--- config.mk ---
export PLATFORM = sky130hd
export DESIGN_NAME = biquad_filter_wet_dry_mix_core_flat
export DESIGN_NICKNAME = d
export VERILOG_FILES = /design/src/rtl/core/biq_pkg.sv /design/src/rtl/core/biq_if.sv /design/src/rtl/core/biquad_filter_wet_dry_mix_core.sv /design/src/rtl/core/biq_regs.sv /design/src/rtl/core/biq_dp.sv /design/src/rtl/core/biq_seq.sv /design/src/flat_wrapper.sv
export SDC_FILE = /design/constraint.sdc
export NUM_CORES = 2
export LEC_CHECK = 0
export BUFFER_PORTS_ARGS = -buffer_cell sky130_fd_sc_hd__buf_2
export CAP_MARGIN = 0
export CORE_MARGIN = 3
export CORE_UTILIZATION = 55
export DETAILED_ROUTE_END_ITERATION = 10
export PLACE_DENSITY = 0.76
export SLEW_MARGIN = 20
export SYNTH_ARGS = -nofsm -noshare
export SYNTH_HDL_FRONTEND = slang
export SYNTH_SLANG_ARGS = --single-unit
--- constraint.sdc ---
create_clock -name clk -period 28.7 [get_ports clk]
set_input_delay 1.435 -clock clk [delete_from_list [all_inputs] [get_ports clk]]
set_output_delay 1.435 -clock clk [all_outputs]
set_load 0.01 [all_outputs]
--- src/rtl/core/biq_pkg.sv ---
package biq_pkg;

	localparam int SAMPLE_BITS   = 24;
	localparam int COEF_BITS     = 32;
	localparam int COEF_FRAC     = COEF_BITS - 4;
	localparam int Y_BITS        = SAMPLE_BITS + 4;
	localparam int STRENGTH_BITS = 18;
	localparam int STRENGTH_FRAC = 16;
	localparam int WEIGHT_BITS   = STRENGTH_BITS + 1;
	localparam int ACC_BITS      = 64;
	localparam int MUL_A_BITS    = (COEF_BITS > WEIGHT_BITS) ? COEF_BITS : WEIGHT_BITS;
	localparam int MUL_B_BITS    = Y_BITS;
	localparam int PROD_BITS     = MUL_A_BITS + MUL_B_BITS;
	localparam int DATA_BITS     = 32;
	localparam int REG_COUNT     = 6;
	localparam int REG_IDX_BITS  = $clog2(REG_COUNT);
	localparam int ADDR_BITS     = REG_IDX_BITS + 2;

	typedef logic signed [SAMPLE_BITS-1:0]   sample_t;
	typedef logic signed [Y_BITS-1:0]        ysample_t;
	typedef logic signed [COEF_BITS-1:0]     coef_t;
	typedef logic signed [STRENGTH_BITS-1:0] strength_t;
	typedef logic signed [WEIGHT_BITS-1:0]   weight_t;
	typedef logic signed [MUL_A_BITS-1:0]    mula_t;
	typedef logic signed [MUL_B_BITS-1:0]    mulb_t;
	typedef logic signed [PROD_BITS-1:0]     prod_t;
	typedef logic signed [ACC_BITS-1:0]      acc_t;
	typedef logic [REG_IDX_BITS-1:0]         reg_idx_t;

	localparam coef_t     COEF_ONE     = coef_t'(64'd1 << COEF_FRAC);
	localparam strength_t STRENGTH_ONE = strength_t'(64'd1 << STRENGTH_FRAC);
	localparam weight_t   WEIGHT_ONE   = weight_t'(64'd1 << STRENGTH_FRAC);

	localparam reg_idx_t REG_B0  = reg_idx_t'(0);
	localparam reg_idx_t REG_B1  = reg_idx_t'(1);
	localparam reg_idx_t REG_B2  = reg_idx_t'(2);
	localparam reg_idx_t REG_A1  = reg_idx_t'(3);
	localparam reg_idx_t REG_A2  = reg_idx_t'(4);
	localparam reg_idx_t REG_MIX = reg_idx_t'(5);

	typedef enum logic [2:0] {
		SEL_B0X  = 3'd0,
		SEL_B1X1 = 3'd1,
		SEL_B2X2 = 3'd2,
		SEL_A1Y1 = 3'd3,
		SEL_A2Y2 = 3'd4,
		SEL_DRY  = 3'd5,
		SEL_WET  = 3'd6
	} mul_sel_t;

	typedef enum logic [1:0] {
		ACC_HOLD = 2'd0,
		ACC_CLR  = 2'd1,
		ACC_ADD  = 2'd2,
		ACC_SUB  = 2'd3
	} acc_op_t;

	typedef struct packed {
		logic     load;
		logic     mul_en;
		mul_sel_t mul_sel;
		acc_op_t  acc_op;
		logic     y_load;
		logic     commit;
	} biq_ctrl_t;

	typedef struct packed {
		coef_t     b0;
		coef_t     b1;
		coef_t     b2;
		coef_t     a1;
		coef_t     a2;
		strength_t mix;
	} biq_cfg_t;

endpackage

--- src/rtl/core/biq_if.sv ---
interface biq_in_if;
	import biq_pkg::*;

	logic    valid;
	logic    ready;
	sample_t sample_in;

	modport source(output valid, output sample_in, input ready);
	modport sink(input valid, input sample_in, output ready);
endinterface

interface biq_out_if;
	import biq_pkg::*;

	logic    valid;
	logic    ready;
	sample_t sample_out;

	modport source(output valid, output sample_out, input ready);
	modport sink(input valid, input sample_out, output ready);
endinterface

--- src/rtl/core/biquad_filter_wet_dry_mix_core.sv ---
// biquad filter (direct form I) with wet/dry mix
// din carries one signed Q1.23 sample per transaction; dout returns one mixed
// sample per input transaction, in order. both use valid/ready.
// configuration is written over the APB port (coef_b0..coef_a2 at 0x00..0x10,
// mix_strength at 0x14); write only while the block is idle. reads return
// the sign-extended register value.
// one shared multiplier forms seven products per sample (five filter taps,
// dry and wet weights) under a sequencer, with a register after each product
// and a separate rounding cycle for the filter output.
// din.ready is high only while the sequencer is idle.
// if dout stalls, the result waits in the output register; the next sample is
// still taken and processed, and the block holds in its last step until the
// output register frees up.
// reset clears the history samples, loads b0 = 1.0, other taps 0,
// mix_strength = 1.0, and empties the output register.
module biquad_filter_wet_dry_mix_core (
	input  logic                          clk,
	input  logic                          arst_n,
	biq_in_if.sink                        din,
	biq_out_if.source                     dout,
	input  logic                          psel,
	input  logic                          penable,
	input  logic                          pwrite,
	input  logic [biq_pkg::ADDR_BITS-1:0] paddr,
	input  logic [biq_pkg::DATA_BITS-1:0] pwdata,
	output logic [biq_pkg::DATA_BITS-1:0] prdata,
	output logic                          pready
);
	import biq_pkg::*;

	biq_cfg_t  cfg;
	biq_ctrl_t ctrl;
	sample_t   result;
	sample_t   out_data_q;
	logic      out_valid_q;
	logic      out_free;
	logic      out_load;
	logic      in_ready;

	assign out_free    = !out_valid_q || dout.ready;
	assign din.ready   = in_ready;
	assign dout.valid  = out_valid_q;
	assign dout.sample_out = out_data_q;

	biq_regs u_regs (
		.clk     (clk),
		.arst_n  (arst_n),
		.psel    (psel),
		.penable (penable),
		.pwrite  (pwrite),
		.paddr   (paddr),
		.pwdata  (pwdata),
		.prdata  (prdata),
		.pready  (pready),
		.cfg     (cfg)
	);

	biq_seq u_seq (
		.clk      (clk),
		.arst_n   (arst_n),
		.in_valid (din.valid),
		.out_free (out_free),
		.in_ready (in_ready),
		.out_load (out_load),
		.ctrl     (ctrl)
	);

	biq_dp u_dp (
		.clk       (clk),
		.arst_n    (arst_n),
		.ctrl      (ctrl),
		.cfg       (cfg),
		.sample_in (din.sample_in),
		.result    (result)
	);

	always_ff @(posedge clk or negedge arst_n) begin
		if (!arst_n)
			out_valid_q <= 1'b0;
		else if (out_load)
			out_valid_q <= 1'b1;
		else if (dout.ready)
			out_valid_q <= 1'b0;
	end

	always_ff @(posedge clk) begin
		if (out_load)
			out_data_q <= result;
	end

	a_busy_after_accept: assert property (@(posedge clk) disable iff (!arst_n)
		din.valid && din.ready |=> !din.ready)
		else $error("input taken while an item is in progress");

	a_commit_with_result: assert property (@(posedge clk) disable iff (!arst_n)
		out_load |-> ctrl.commit && out_free)
		else $error("history update out of step with result");

	a_result_shown: assert property (@(posedge clk) disable iff (!arst_n)
		out_load |=> dout.valid && din.ready)
		else $error("result not presented after completion");

	a_first_tap: assert property (@(posedge clk) disable iff (!arst_n)
		ctrl.load |=> ctrl.mul_en && ctrl.mul_sel == SEL_B0X)
		else $error("sequencer did not start with the first tap");

endmodule

--- src/rtl/core/biq_regs.sv ---
module biq_regs (
	input  logic                          clk,
	input  logic                          arst_n,
	input  logic                          psel,
	input  logic                          penable,
	input  logic                          pwrite,
	input  logic [biq_pkg::ADDR_BITS-1:0] paddr,
	input  logic [biq_pkg::DATA_BITS-1:0] pwdata,
	output logic [biq_pkg::DATA_BITS-1:0] prdata,
	output logic                          pready,
	output biq_pkg::biq_cfg_t             cfg
);
	import biq_pkg::*;

	biq_cfg_t cfg_q;
	reg_idx_t idx;
	logic     wr;

	assign idx    = paddr[ADDR_BITS-1:2];
	assign wr     = psel & penable & pwrite;
	assign pready = 1'b1;
	assign cfg    = cfg_q;

	always_ff @(posedge clk or negedge arst_n) begin
		if (!arst_n) begin
			cfg_q.b0  <= COEF_ONE;
			cfg_q.b1  <= '0;
			cfg_q.b2  <= '0;
			cfg_q.a1  <= '0;
			cfg_q.a2  <= '0;
			cfg_q.mix <= STRENGTH_ONE;
		end else if (wr) begin
			unique case (idx)
				REG_B0:  cfg_q.b0  <= coef_t'(pwdata[COEF_BITS-1:0]);
				REG_B1:  cfg_q.b1  <= coef_t'(pwdata[COEF_BITS-1:0]);
				REG_B2:  cfg_q.b2  <= coef_t'(pwdata[COEF_BITS-1:0]);
				REG_A1:  cfg_q.a1  <= coef_t'(pwdata[COEF_BITS-1:0]);
				REG_A2:  cfg_q.a2  <= coef_t'(pwdata[COEF_BITS-1:0]);
				REG_MIX: cfg_q.mix <= strength_t'(pwdata[STRENGTH_BITS-1:0]);
				default: ;
			endcase
		end
	end

	always_comb begin
		unique case (idx)
			REG_B0:  prdata = DATA_BITS'($signed(cfg_q.b0));
			REG_B1:  prdata = DATA_BITS'($signed(cfg_q.b1));
			REG_B2:  prdata = DATA_BITS'($signed(cfg_q.b2));
			REG_A1:  prdata = DATA_BITS'($signed(cfg_q.a1));
			REG_A2:  prdata = DATA_BITS'($signed(cfg_q.a2));
			REG_MIX: prdata = DATA_BITS'($signed(cfg_q.mix));
			default: prdata = '0;
		endcase
	end

endmodule

--- src/rtl/core/biq_dp.sv ---
module biq_dp (
	input  logic               clk,
	input  logic               arst_n,
	input  biq_pkg::biq_ctrl_t ctrl,
	input  biq_pkg::biq_cfg_t  cfg,
	input  biq_pkg::sample_t   sample_in,
	output biq_pkg::sample_t   result
);
	import biq_pkg::*;

	localparam acc_t Y_HI   = (acc_t'(1) <<< (Y_BITS - 1)) - acc_t'(1);
	localparam acc_t Y_LO   = ~Y_HI;
	localparam acc_t O_HI   = (acc_t'(1) <<< (SAMPLE_BITS - 1)) - acc_t'(1);
	localparam acc_t O_LO   = ~O_HI;
	localparam acc_t Y_HALF = acc_t'(1) <<< (COEF_FRAC - 1);
	localparam acc_t O_HALF = acc_t'(1) <<< (STRENGTH_FRAC - 1);

	sample_t  x_q, x1_q, x2_q;
	ysample_t y_q, y1_q, y2_q;
	acc_t     prod_q, acc_q;

	weight_t  dry_w;
	mula_t    mul_a;
	mulb_t    mul_b;
	prod_t    prod_w;
	acc_t     ysh, osh;
	ysample_t y_sat;

	assign dry_w  = WEIGHT_ONE - weight_t'(cfg.mix);
	assign prod_w = mul_a * mul_b;

	always_comb begin
		unique case (ctrl.mul_sel)
			SEL_B0X: begin
				mul_a = mula_t'(cfg.b0);
				mul_b = mulb_t'(x_q);
			end
			SEL_B1X1: begin
				mul_a = mula_t'(cfg.b1);
				mul_b = mulb_t'(x1_q);
			end
			SEL_B2X2: begin
				mul_a = mula_t'(cfg.b2);
				mul_b = mulb_t'(x2_q);
			end
			SEL_A1Y1: begin
				mul_a = mula_t'(cfg.a1);
				mul_b = mulb_t'(y1_q);
			end
			SEL_A2Y2: begin
				mul_a = mula_t'(cfg.a2);
				mul_b = mulb_t'(y2_q);
			end
			SEL_DRY: begin
				mul_a = mula_t'(dry_w);
				mul_b = mulb_t'(x_q);
			end
			SEL_WET: begin
				mul_a = mula_t'(cfg.mix);
				mul_b = mulb_t'(y_q);
			end
			default: begin
				mul_a = '0;
				mul_b = '0;
			end
		endcase
	end

	// round half up, then clamp
	always_comb begin
		ysh = (acc_q + Y_HALF) >>> COEF_FRAC;
		osh = (acc_q + O_HALF) >>> STRENGTH_FRAC;
		if (ysh > Y_HI)
			y_sat = ysample_t'(Y_HI);
		else if (ysh < Y_LO)
			y_sat = ysample_t'(Y_LO);
		else
			y_sat = ysample_t'(ysh);
		if (osh > O_HI)
			result = sample_t'(O_HI);
		else if (osh < O_LO)
			result = sample_t'(O_LO);
		else
			result = sample_t'(osh);
	end

	always_ff @(posedge clk) begin
		if (ctrl.load)
			x_q <= sample_in;
		if (ctrl.mul_en)
			prod_q <= acc_t'(prod_w);
		if (ctrl.y_load)
			y_q <= y_sat;
		unique case (ctrl.acc_op)
			ACC_CLR:  acc_q <= '0;
			ACC_ADD:  acc_q <= acc_q + prod_q;
			ACC_SUB:  acc_q <= acc_q - prod_q;
			default:  ;
		endcase
	end

	always_ff @(posedge clk or negedge arst_n) begin
		if (!arst_n) begin
			x1_q <= '0;
			x2_q <= '0;
			y1_q <= '0;
			y2_q <= '0;
		end else if (ctrl.commit) begin
			x2_q <= x1_q;
			x1_q <= x_q;
			y2_q <= y1_q;
			y1_q <= y_q;
		end
	end

endmodule

--- src/rtl/core/biq_seq.sv ---
module biq_seq (
	input  logic               clk,
	input  logic               arst_n,
	input  logic               in_valid,
	input  logic               out_free,
	output logic               in_ready,
	output logic               out_load,
	output biq_pkg::biq_ctrl_t ctrl
);
	import biq_pkg::*;

	typedef enum logic [11:0] {
		S_IDLE = 12'b0000_0000_0001,
		S_M0   = 12'b0000_0000_0010,
		S_M1   = 12'b0000_0000_0100,
		S_M2   = 12'b0000_0000_1000,
		S_M3   = 12'b0000_0001_0000,
		S_M4   = 12'b0000_0010_0000,
		S_M5   = 12'b0000_0100_0000,
		S_Y    = 12'b0000_1000_0000,
		S_D    = 12'b0001_0000_0000,
		S_W    = 12'b0010_0000_0000,
		S_A    = 12'b0100_0000_0000,
		S_O    = 12'b1000_0000_0000
	} state_t;

	state_t state_q, state_d;

	assign in_ready = (state_q == S_IDLE);

	always_comb begin
		state_d      = state_q;
		out_load     = 1'b0;
		ctrl.load    = 1'b0;
		ctrl.mul_en  = 1'b0;
		ctrl.mul_sel = SEL_B0X;
		ctrl.acc_op  = ACC_HOLD;
		ctrl.y_load  = 1'b0;
		ctrl.commit  = 1'b0;
		unique case (state_q)
			S_IDLE: begin
				if (in_valid) begin
					ctrl.load   = 1'b1;
					ctrl.acc_op = ACC_CLR;
					state_d     = S_M0;
				end
			end
			S_M0: begin
				ctrl.mul_en  = 1'b1;
				ctrl.mul_sel = SEL_B0X;
				state_d      = S_M1;
			end
			S_M1: begin
				ctrl.mul_en  = 1'b1;
				ctrl.mul_sel = SEL_B1X1;
				ctrl.acc_op  = ACC_ADD;
				state_d      = S_M2;
			end
			S_M2: begin
				ctrl.mul_en  = 1'b1;
				ctrl.mul_sel = SEL_B2X2;
				ctrl.acc_op  = ACC_ADD;
				state_d      = S_M3;
			end
			S_M3: begin
				ctrl.mul_en  = 1'b1;
				ctrl.mul_sel = SEL_A1Y1;
				ctrl.acc_op  = ACC_ADD;
				state_d      = S_M4;
			end
			S_M4: begin
				ctrl.mul_en  = 1'b1;
				ctrl.mul_sel = SEL_A2Y2;
				ctrl.acc_op  = ACC_SUB;
				state_d      = S_M5;
			end
			S_M5: begin
				ctrl.acc_op = ACC_SUB;
				state_d     = S_Y;
			end
			S_Y: begin
				ctrl.y_load = 1'b1;
				ctrl.acc_op = ACC_CLR;
				state_d     = S_D;
			end
			S_D: begin
				ctrl.mul_en  = 1'b1;
				ctrl.mul_sel = SEL_DRY;
				state_d      = S_W;
			end
			S_W: begin
				ctrl.mul_en  = 1'b1;
				ctrl.mul_sel = SEL_WET;
				ctrl.acc_op  = ACC_ADD;
				state_d      = S_A;
			end
			S_A: begin
				ctrl.acc_op = ACC_ADD;
				state_d     = S_O;
			end
			S_O: begin
				if (out_free) begin
					out_load    = 1'b1;
					ctrl.commit = 1'b1;
					state_d     = S_IDLE;
				end
			end
			default: state_d = S_IDLE;
		endcase
	end

	always_ff @(posedge clk or negedge arst_n) begin
		if (!arst_n)
			state_q <= S_IDLE;
		else
			state_q <= state_d;
	end

endmodule
--- src/flat_wrapper.sv ---
// flat-port wrapper written by rule: the top's interface ports become plain ports
module biquad_filter_wet_dry_mix_core_flat import biq_pkg::*;
  (clk, arst_n, psel, penable, pwrite, paddr, pwdata, prdata, pready, din_valid, din_sample_in, din_ready, dout_valid, dout_sample_out, dout_ready);
  biq_in_if din_i ();
  biq_out_if dout_i ();
  input  logic clk;
  input  logic arst_n;
  input  logic psel;
  input  logic penable;
  input  logic pwrite;
  input  logic [biq_pkg::ADDR_BITS-1:0] paddr;
  input  logic [biq_pkg::DATA_BITS-1:0] pwdata;
  output logic [biq_pkg::DATA_BITS-1:0] prdata;
  output logic pready;
  input wire logic [$bits(din_i.valid)-1:0] din_valid;
  input wire logic [$bits(din_i.sample_in)-1:0] din_sample_in;
  output wire logic [$bits(din_i.ready)-1:0] din_ready;
  output wire logic [$bits(dout_i.valid)-1:0] dout_valid;
  output wire logic [$bits(dout_i.sample_out)-1:0] dout_sample_out;
  input wire logic [$bits(dout_i.ready)-1:0] dout_ready;
  assign din_i.valid = din_valid;
  assign din_i.sample_in = din_sample_in;
  assign din_ready = din_i.ready;
  assign dout_valid = dout_i.valid;
  assign dout_sample_out = dout_i.sample_out;
  assign dout_i.ready = dout_ready;
  biquad_filter_wet_dry_mix_core u_core (.clk(clk), .arst_n(arst_n), .din(din_i), .dout(dout_i), .psel(psel), .penable(penable), .pwrite(pwrite), .paddr(paddr), .pwdata(pwdata), .prdata(prdata), .pready(pready));
endmodule
==> impl_metrics.json <==
{
  "status": "completed",
  "synth_seq_cells": 495,
  "synthTopCellsByArea": "fa_1 31%, dfrtp_1 12%, edfxtp_1 10%",
  "fin_crit_sh_pct": 42.8,
  "netlist.area_leader.share_pct": 31.4,
  "clk_latency_ps": 700,
  "drtPass1Iterations": 8,
  "cts_tree": "built",
  "cts-buffers-inserted": 55,
  "ys_types": 104,
  "setup_viol": 0,
  "vias": 46600,
  "worstPathMaxFanout": 44,
  "crit_type": "flip-flop to flip-flop",
  "drv_slew": 0,
  "ys.flop_type": "dfrtp_1",
  "ys_seq_area_share_pct": 22.6,
  "core_um2": 106000,
  "drcViolationCount": 0,
  "multi_input_area_um2": 40700,
  "grt_usage_pct": 32.0,
  "clockBufferDepth": 3,
  "finClkSkew_ps": 98.5,
  "postCtsHoldBufs": 0,
  "dieArea_um2": 111000,
  "crit_top_cell": "fa_1",
  "synth_edf_count": 200,
  "hold_path_class": "flip-flop to flip-flop",
  "yosysTopAreaCell": "fa_1",
  "post-dp-hpwl_um": 130000,
  "io_pins": 127,
  "antenna_left": 0,
  "crit_path_max_incr_delay_ps": 1070,
  "nNetsFinal": 7476,
  "die_x_um": 334,
  "tns_ps": 0,
  "syn-instance-count": 6298,
  "grt_pass1_vias": 48300,
  "drive_gt1_share_pct": 9.45,
  "rsz0062_at_grt": "no",
  "yosysWarnings": 0,
  "routed_via_density": 6.08,
  "die_h_um": 334,
  "cts_root_buffer": "clkbuf_16",
  "required_ps": 29110,
  "wirelength_um": 176000,
  "instances_no_fill": 7664,
  "place.gp.congestion": 0.952,
  "critical_path_arrival_ps": 12700,
  "hold_ws_ps": 428,
  "tightest_slew_ps": 1210,
  "crit_path_start_kind": "flip-flop",
  "grt_start_max_net_pins": 105,
  "h-tree-depth": 2,
  "antenna_found_initial": 9,
  "async_flop_share_pct": 59.6,
  "cts_sinks": 495,
  "final.min_clock_period_ps": 12290,
  "start_util_pct": 55.8,
  "synth.most_common_cell": "nand2_1",
  "grt_pass1_wl_um": 276000,
  "end_kind": "flip-flop",
  "portBuffers": 123,
  "drtIter0Drc": 4646,
  "area_growth_pct": 6.09,
  "grt_overflow": 0,
  "fill_cells": 8843,
  "seqCellArea_um2": 13400,
  "syn_avg_cell_area_um2": 9.39,
  "wire_per_inst_um": 22.9,
  "maxCapViolCount": 0,
  "syn_nets": 7554,
  "cts_setup_buffers": 0,
  "relSlewSlack_pct": 19.5,
  "syn_area_um2": 59100,
  "cts_resized": 0,
  "dp.cells": 7553,
  "rows": 119,
  "synth_top_cells_by_count": "993 x nand2_1, 992 x inv_1, 929 x fa_1, 609 x nor2_1, 292 x dfrtp_1",
  "crit_slowest_cell": "fa_1",
  "hold_viol": 0,
  "max_clock_freq_ghz": 0.0814,
  "cts.reportedPaths.clkPinSlew_ps": 60
}
## cell families after synthesis
| kind of cell | after synthesis | share of synthesized area, % |
|---|---|---|
| and+or+nand+nor | 2032 | 15.0 |
| buffers and inverters | 1339 | 8.86 |
| adders and majority gates | 1188 | 36.9 |
| AOI/OAI and AO/OA | 812 | 9.41 |
| DFF | 495 | 22.6 |
| xor gates and xnor gates | 250 | 3.72 |
| muxes | 181 | 3.46 |
| other | 1 | 0.00634 |
## stage by stage
stage          util, %  instance area [µm²]  worst slack, ps
6_report          59.2                62700            16410
5_1_grt           59.2                62700            15680
4_1_cts           59.1                62700            16510
3_5_place_dp      57.4                60900            16460
3_3_place_gp      57.4                60900            16620
2_1_floorplan        -                59100            18850
## critical path: cells and delay by family (launching register included)
kind	cells	cell delay, ps
fa+ha+maj	9	4890
xor+xnor	1	100
flops	1	470
buf+inv	8	2460
simple gates	9	1670
compound gates	10	2450
## registers in the layout (all words and copies together), names as in the netlist, 28 cells and up
| signal | cells |
|---|---|
| u_core.u_dp.y_q | 28 |
| u_core.u_dp.y1_q | 28 |
| u_core.u_dp.y2_q | 28 |
| u_core.u_regs.cfg | 178 |
| u_core.u_dp.acc_q | 64 |
| u_core.u_dp.prod_q | 60 |
## placed cells by master, fill, tap and decap left out, types with 20 or more instances in the layout
cell type,synthesis,final
a211oi_1,29,25
a21o_1,78,78
a21oi_1,179,174
a221o_1,20,20
a222oi_1,33,33
a22oi_1,120,120
a31oi_1,34,34
and2_1,36,36
and3_1,27,26
buf_2,63,122
buf_4,13,86
clkbuf_16,0,55
dfrtp_1,292,292
edfxtp_1,200,200
fa_1,929,929
ha_1,259,259
inv_1,992,992
mux2_2,178,178
nand2_1,993,992
nand2b_1,21,21
nand3_1,84,79
nand4_1,67,67
nor2_1,609,603
nor2b_1,25,24
nor3_1,38,36
nor4_1,21,20
o21ai_0,149,148
o21bai_1,24,24
o31ai_1,24,24
xnor2_1,141,141
xor2_1,108,108
## per-layer routing
layer | up-vias | share of wire, % | GRT usage [%]
li1 | 20000 | - | -
met1 | 23400 | 37 | 41.5
met2 | 2666 | 46 | 50.3
met3 | 631 | 11 | 8.25
met4 | 4 | 5.8 | 15.6
met5 | - | 0.014 | 0
## path summary, 6_finish.rpt
kind / startpoint / to / slack, ps / cells past startpoint
max in group asynchronous: arst_n / u_core.u_regs.cfg[156]$_DFFE_PN0P_ / 25630 / 3
min reg2reg: u_core.u_dp.y1_q[10]$_DFFE_PN0P_ / u_core.u_dp.y2_q[10]$_DFFE_PN0P_ / 430 / 2
max reg2reg: u_core.u_seq.state_q[9]$_DFFE_PN0P_ / u_core.u_dp.prod_q[59]$_DFFE_PN_ / 16410 / 37
min in group asynchronous: arst_n / u_core.u_dp.y1_q[7]$_DFFE_PN0P_ / 740 / 1
min: u_core.u_dp.y1_q[10]$_DFFE_PN0P_ / u_core.u_dp.y2_q[10]$_DFFE_PN0P_ / 430 / 2
max: u_core.u_seq.state_q[9]$_DFFE_PN0P_ / u_core.u_dp.prod_q[59]$_DFFE_PN_ / 16410 / 37
## final cells by class
| cell class | instances | share of cell area [%] |
|---|---|---|
| Multi-Input combinational cell | 4464 | 64.9 |
| Sequential cell | 495 | 21.3 |
| Inverter | 993 | 5.94 |
| Tap cell | 1391 | 2.77 |
| Clock buffer | 82 | 2.51 |
| Timing Repair Buffer | 211 | 2.09 |
| Clock inverter | 21 | 0.385 |
| Antenna cell | 7 | 0.0279 |
Power is not shown: default switching activity piles up to over one toggle a cycle in this logic, so the estimate is an artifact.
